## config.mk

```make
export PLATFORM = sky130hd
export DESIGN_NAME = wfba_ctrl
export DESIGN_NICKNAME = d
export VERILOG_FILES = /design/src/rtl/wfba_pkg.sv /design/src/rtl/wfba_ctrl.sv
export SDC_FILE = /design/constraint.sdc
export NUM_CORES = 1
export LEC_CHECK = 0
export BUFFER_PORTS_ARGS = -buffer_cell sky130_fd_sc_hd__buf_2
export CAP_MARGIN = 20
export CORE_AREA = 2 2 39 41
export DETAILED_ROUTE_END_ITERATION = 10
export DIE_AREA = 0 0 41 43
export GPL_TIMING_DRIVEN = 0
export PLACE_DENSITY = 0.71
export SYNTH_ARGS = -nofsm -noshare
export SYNTH_HDL_FRONTEND = slang
export SYNTH_SLANG_ARGS = --single-unit
export TNS_END_PERCENT = 1
```

## constraint.sdc

```tcl
create_clock -name clock -period 1.15 [get_ports clock]
set_input_delay 0.1725 -clock clock [delete_from_list [all_inputs] [get_ports clock]]
set_output_delay 0.1725 -clock clock [all_outputs]
set_load 0.02 [all_outputs]
```

## src/rtl/wfba_pkg.sv

```systemverilog
package wfba_pkg;

   // fixed field widths
   localparam int ADDR_W  = 32;
   localparam int OWNER_W = 16;
   localparam int CMD_W   = 2;
   localparam int STAT_W  = 2;
   localparam int DEF_TABLE_SLOTS = 16;

   // register reset values
   localparam logic [ADDR_W-1:0] TOTAL_RESET    = 32'd65536;
   localparam logic [ADDR_W-1:0] RESERVED_RESET = 32'd1024;

   // register indexes
   localparam logic CSR_TOTAL    = 1'b0;
   localparam logic CSR_RESERVED = 1'b1;

   // command codes
   localparam logic [CMD_W-1:0] CMD_ALLOC = 2'd0;
   localparam logic [CMD_W-1:0] CMD_FREE  = 2'd1;
   localparam logic [CMD_W-1:0] CMD_INIT  = 2'd2;

   // status codes
   localparam logic [STAT_W-1:0] STAT_OK      = 2'd0;
   localparam logic [STAT_W-1:0] STAT_NOFIT   = 2'd1;
   localparam logic [STAT_W-1:0] STAT_FULL    = 2'd2;
   localparam logic [STAT_W-1:0] STAT_NOOWNER = 2'd3;

   // owner of the reserved block
   localparam logic [OWNER_W-1:0] OWNER_SYSTEM = 16'd1;

   typedef enum logic [2:0] {
      S_IDLE, S_DECODE, S_ALLOC_SCAN, S_ALLOC_COMMIT,
      S_FREE_SCAN, S_MERGE_LEFT, S_MERGE_RIGHT, S_RESPOND
   } state_type;

   typedef enum logic [3:0] {
      OP_NONE, OP_LATCH, OP_SCAN_ALLOC, OP_SCAN_NEXT, OP_FREE_HIT,
      OP_MERGE_LEFT, OP_MERGE_RIGHT, OP_FREE_DONE, OP_ALLOC_COMMIT, OP_INIT
   } dp_op_type;

   typedef enum logic [1:0] {
      RD_CUR, RD_PREV, RD_NEXT
   } rd_sel_type;

   // controller to datapath
   typedef struct packed {
      dp_op_type         op;
      rd_sel_type        rd_sel;
      logic              set_res;
      logic [STAT_W-1:0] res_status;
      logic              res_grant;
      logic              rsp_load;
   } dp_cmd_type;

   // datapath to controller
   typedef struct packed {
      logic [CMD_W-1:0] lat_cmd;
      logic             idx_lt_cnt;
      logic             idx_nz;
      logic             next_lt_cnt;
      logic             rd_free;
      logic             rd_hit;
      logic             found;
      logic             big_gt_req;
      logic             full;
   } dp_stat_type;

endpackage

```

## src/rtl/wfba_ctrl.sv

```systemverilog
module wfba_ctrl (
   input  logic                 clock,
   input  logic                 reset,
   input  logic                 req_tvalid,
   output logic                 req_tready,
   output logic                 rsp_tvalid,
   input  logic                 rsp_tready,
   input  wfba_pkg::dp_stat_type stat,
   output wfba_pkg::dp_cmd_type  cmd
);
   import wfba_pkg::*;

   state_type state_ff, state_in;
   logic      rsp_valid_ff, rsp_valid_in;

   // state and response valid registers
   always_ff @(posedge clock) begin
      if (reset) begin
         state_ff     <= S_IDLE;
         rsp_valid_ff <= 1'b0;
      end else begin
         state_ff     <= state_in;
         rsp_valid_ff <= rsp_valid_in;
      end
   end

   assign rsp_tvalid = rsp_valid_ff;
   assign req_tready = (state_ff == S_IDLE);

   // next state and datapath commands
   always_comb begin
      state_in       = state_ff;
      rsp_valid_in   = rsp_valid_ff && !rsp_tready;
      cmd            = '0;
      cmd.op         = OP_NONE;
      cmd.rd_sel     = RD_CUR;
      cmd.res_status = STAT_OK;
      case (state_ff)
         S_IDLE: begin
            if (req_tvalid) begin
               cmd.op   = OP_LATCH;
               state_in = S_DECODE;
            end
         end
         S_DECODE: begin
            case (stat.lat_cmd)
               CMD_ALLOC: state_in = S_ALLOC_SCAN;
               CMD_FREE:  state_in = S_FREE_SCAN;
               CMD_INIT: begin
                  cmd.op      = OP_INIT;
                  cmd.set_res = 1'b1;
                  state_in    = S_RESPOND;
               end
               default: begin
                  cmd.set_res = 1'b1;
                  state_in    = S_RESPOND;
               end
            endcase
         end
         S_ALLOC_SCAN: begin
            if (stat.idx_lt_cnt) begin
               cmd.op = OP_SCAN_ALLOC;
            end else begin
               state_in = S_ALLOC_COMMIT;
            end
         end
         S_ALLOC_COMMIT: begin
            cmd.set_res = 1'b1;
            state_in    = S_RESPOND;
            if (!stat.found) begin
               cmd.res_status = STAT_NOFIT;
            end else if (stat.big_gt_req && stat.full) begin
               cmd.res_status = STAT_FULL;
            end else begin
               cmd.op        = OP_ALLOC_COMMIT;
               cmd.res_grant = 1'b1;
            end
         end
         S_FREE_SCAN: begin
            if (!stat.idx_lt_cnt) begin
               cmd.set_res    = 1'b1;
               cmd.res_status = STAT_NOOWNER;
               state_in       = S_RESPOND;
            end else if (stat.rd_hit) begin
               cmd.op   = OP_FREE_HIT;
               state_in = S_MERGE_LEFT;
            end else begin
               cmd.op = OP_SCAN_NEXT;
            end
         end
         S_MERGE_LEFT: begin
            cmd.rd_sel = RD_PREV;
            if (stat.idx_nz && stat.rd_free) begin
               cmd.op = OP_MERGE_LEFT;
            end else begin
               state_in = S_MERGE_RIGHT;
            end
         end
         S_MERGE_RIGHT: begin
            cmd.rd_sel = RD_NEXT;
            if (stat.next_lt_cnt && stat.rd_free) begin
               cmd.op = OP_MERGE_RIGHT;
            end else begin
               cmd.op      = OP_FREE_DONE;
               cmd.set_res = 1'b1;
               state_in    = S_RESPOND;
            end
         end
         S_RESPOND: begin
            if (!rsp_valid_ff || rsp_tready) begin
               cmd.rsp_load = 1'b1;
               rsp_valid_in = 1'b1;
               state_in     = S_IDLE;
            end
         end
         default: state_in = S_IDLE;
      endcase
   end

endmodule

```

==> results.md <==
* Layout net count at 111
* Final Skew at 0.00506 ns
* Setup Viol. Count Final at 13
* Worst r2r path cells at 3
* Final count of hold timing violations at 0
* Fin. max-slew vios at 0
* Vias in the first global route at ~550
* Clock period minus worst slack at 1.49 ns
* Status: finished with violations
* Largest net degree at the start of global routing at 11
* Setup_tns at -3.06 ns
* Max Fclk at 0.673 GHz
* Starting DRT DRC Count at 16
* Failing checks: setup timing
* Cell taking the most area after synthesis: dfxtp_1
* Mapped cell area at 472 um^2
* Floorplan core area at between 0.001 and 0.0015 mm^2
* Die Y at 43 um
* CTS tree: done
* Yosys top cell area share at around 17%
* Post-DP HPWL at 1040 um
* Area Overhead vs Synth at 63.4%
* Die area at 0.00176 mm^2
* Cells after DPL at 108
* Synth top area cells: dfxtp_1 (17%), a21oi_1 (6.4%), nand2b_1 (5.3%)
* N_diodes at 0
* Post-synth EDFFs at 0
* #FFs+latches synth at 4
* Layout cells sized above 1 at between 50% and 60%
* Chip width at 41 um
* Post-synth top flop: dfxtp_1
* Clock slew at reported path FFs at 0.04 ns
* First-pass GRT wire length at 2270 um
* Ys Warns at 0
* Leak Pwr at 0.332 nW
* Worst Setup SP: state_ff[1]
* Initial antenna violation count at 0
* GRT Util Overall at 17.9%
* Final antenna-violating net count at 0
* Crit Reg-Reg Endpoint: state_ff[1]
* Design Area, Final at 771 um^2
* Pwr Density at 2110 mW/mm^2
* MaxCap Viol Count at 0
* Arr. time, crit path at 1.31 ns
* Clk buf depth at 2
* Final cell count without fillers at 111
* RSZ-0062 raised after global routing: yes
* Clk_lat worst skew at 0.23 ns
* Hold Buf Count CTS at 0
* Post-Synthesis Cells at 66
* CTS Sinks at 4
* Peak supply drop at 654 uV
* H-tree depth at 1
* I/O pin total at 27
* Via count at roughly 630
* Routability cong. at 0.757
* Final period util at 129%
* Total Wirelength at between 1500 and 2000 um
* 1st-pass router iterations at 4
* Wire per inst at 13.7 um
* Synth cell types at 33
* Starting Density at about a third
* Syn Area/Cell at 7.15 um^2
* TritonCTS Buffers at 3
* Post-CTS repair timing setup buffer count at 0
* Grt total ovfl at 0
* Post-synth ARST share at 0%
* Register area share after synthesis at 17.0%
* Worst-Margin Slew at ~0.20 ns
* Post-detailed-route DRC marker count at 0
* Worst reg2reg setup slack at -0.03 ns
* # port buffers at 26
* Syn nets at 80
* Setup CP Type: reg2out
* Critical path destination: cmd[2]
* Endpoint class of the critical path: output port
* Crit-path max FO at 10
* Worst slew margin at 86.7%
* Required time worst endpoint at slightly below 1 ns
* Row Count at 14
* Fillers at 127
* CP Launch Type: flip-flop
* Root Driver: clkbuf_4
* Placed Area at 662 um^2
* Via-per-instance ratio at 5.66
* R2R Path Start: state_ff[2]
* Post-route setup slack at -0.335 ns
* Hold Path Class: in2reg
[cells in the mapped netlist (2+ instances only)]
cell / number
nor2b_1: 2
o32ai_1: 2
nand4_1: 2
nand3_1: 2
and2_1: 2
inv_1: 2
o21ai_1: 4
or2_1: 2
nand2_1: 4
nand3b_1: 3
a21oi_1: 6
buf_2: 4
dfxtp_1: 4
nor2_1: 2
nand2b_1: 4
nor3_1: 4
[worst min-delay path by stage]
stage | from | to | slack (ns) | depth (start not counted)
2_1_floorplan | reset | rsp_tvalid | 0.24 | 1
3_3_place_gp | reset | rsp_tvalid | 0.40 | 2
3_5_place_dp | reset | rsp_tvalid | 0.40 | 2
4_1_cts | reset | state_ff[2] | 0.17 | 2
5_1_grt | reset | rsp_tvalid | 0.18 | 2
6_report | reset | rsp_tvalid | 0.17 | 2
[power by group]
group,internal (W),switching [W]
clock network,0.000117,0.0000596
logic,0.000544,0.000656
registers,0.000192,0.0000553
[critical path, stage by stage, from the launching register on]
cell,delay [ns]
dfxtp_2,0.31
buf_6,0.13
buf_8,0.14
inv_4,0.05
nand2_2,0.06
o32ai_2,0.20
buf_4,0.18
[logic make-up after synthesis]
kind of cell / count (synthesis) / synth area share, %
buf+inv: 8 / 9.02
compound gates: 20 / 29.4
flops: 4 / 17.0
mux: 1 / 2.39
simple gates: 33 / 42.2
[registers in the layout, indices dropped and copies added, names as in the netlist]
name        count
rsp_tvalid      1
state_ff        3
[layout by cell type, fill, tap and decap left out, types with 3 or more instances in the layout]
master    instances
nand2_1           3
buf_2            17
buf_4             7
a21oi_1           5
o21ai_1           4
nor3_1            4
nand3b_1          3
nand2b_1          3
clkbuf_4          3
dfxtp_2           3
buf_6             6
[through the flow]
step           hold slack (ns)  util (%)  total power [W]  setup slack [ns]
3_5_place_dp             0.404      47.8          0.00123            -0.244
4_1_cts                  0.165      54.5          0.00156            -0.342
5_1_grt                  0.178      55.7          0.00174            -0.398
3_3_place_gp             0.404      47.8          0.00122            -0.221
2_1_floorplan            0.242         -         0.000961            -0.113
6_report                 0.166      55.7          0.00162            -0.335
[area by class of cell]
| class | count | area, um^2 | share of cell area [%] |
|---|---|---|---|
| Timing Repair Buffer | 26 | 164 | 21.3 |
| Tap cell | 16 | 20.0 | 2.60 |
| Multi-Input combinational cell | 54 | 410 | 53.2 |
| Clock buffer | 3 | 22.5 | 2.92 |
| Buffer | 5 | 56.3 | 7.31 |
| Sequential cell | 4 | 83.8 | 10.9 |
| Inverter | 3 | 13.8 | 1.79 |
[timing repair]
item                       in CTS  in global routing
pin swaps                       5                  1
gates resized for setup        23                  5
setup endpoints to repair      14                 15
[metal layers]
metal | vias up | wire [um] | share of wire [%] | global-route usage, %
met2 | 27 | 765 | 50 | 30.9
met3 | 0 | 87 | 5.7 | 0.524
met5 | - | 0 | 0 | 0
li1 | 311 | - | - | -
met4 | 0 | 0 | 0 | 4.67
met1 | 290 | 663 | 44 | 22.8
(Power assumes the default switching activity.)
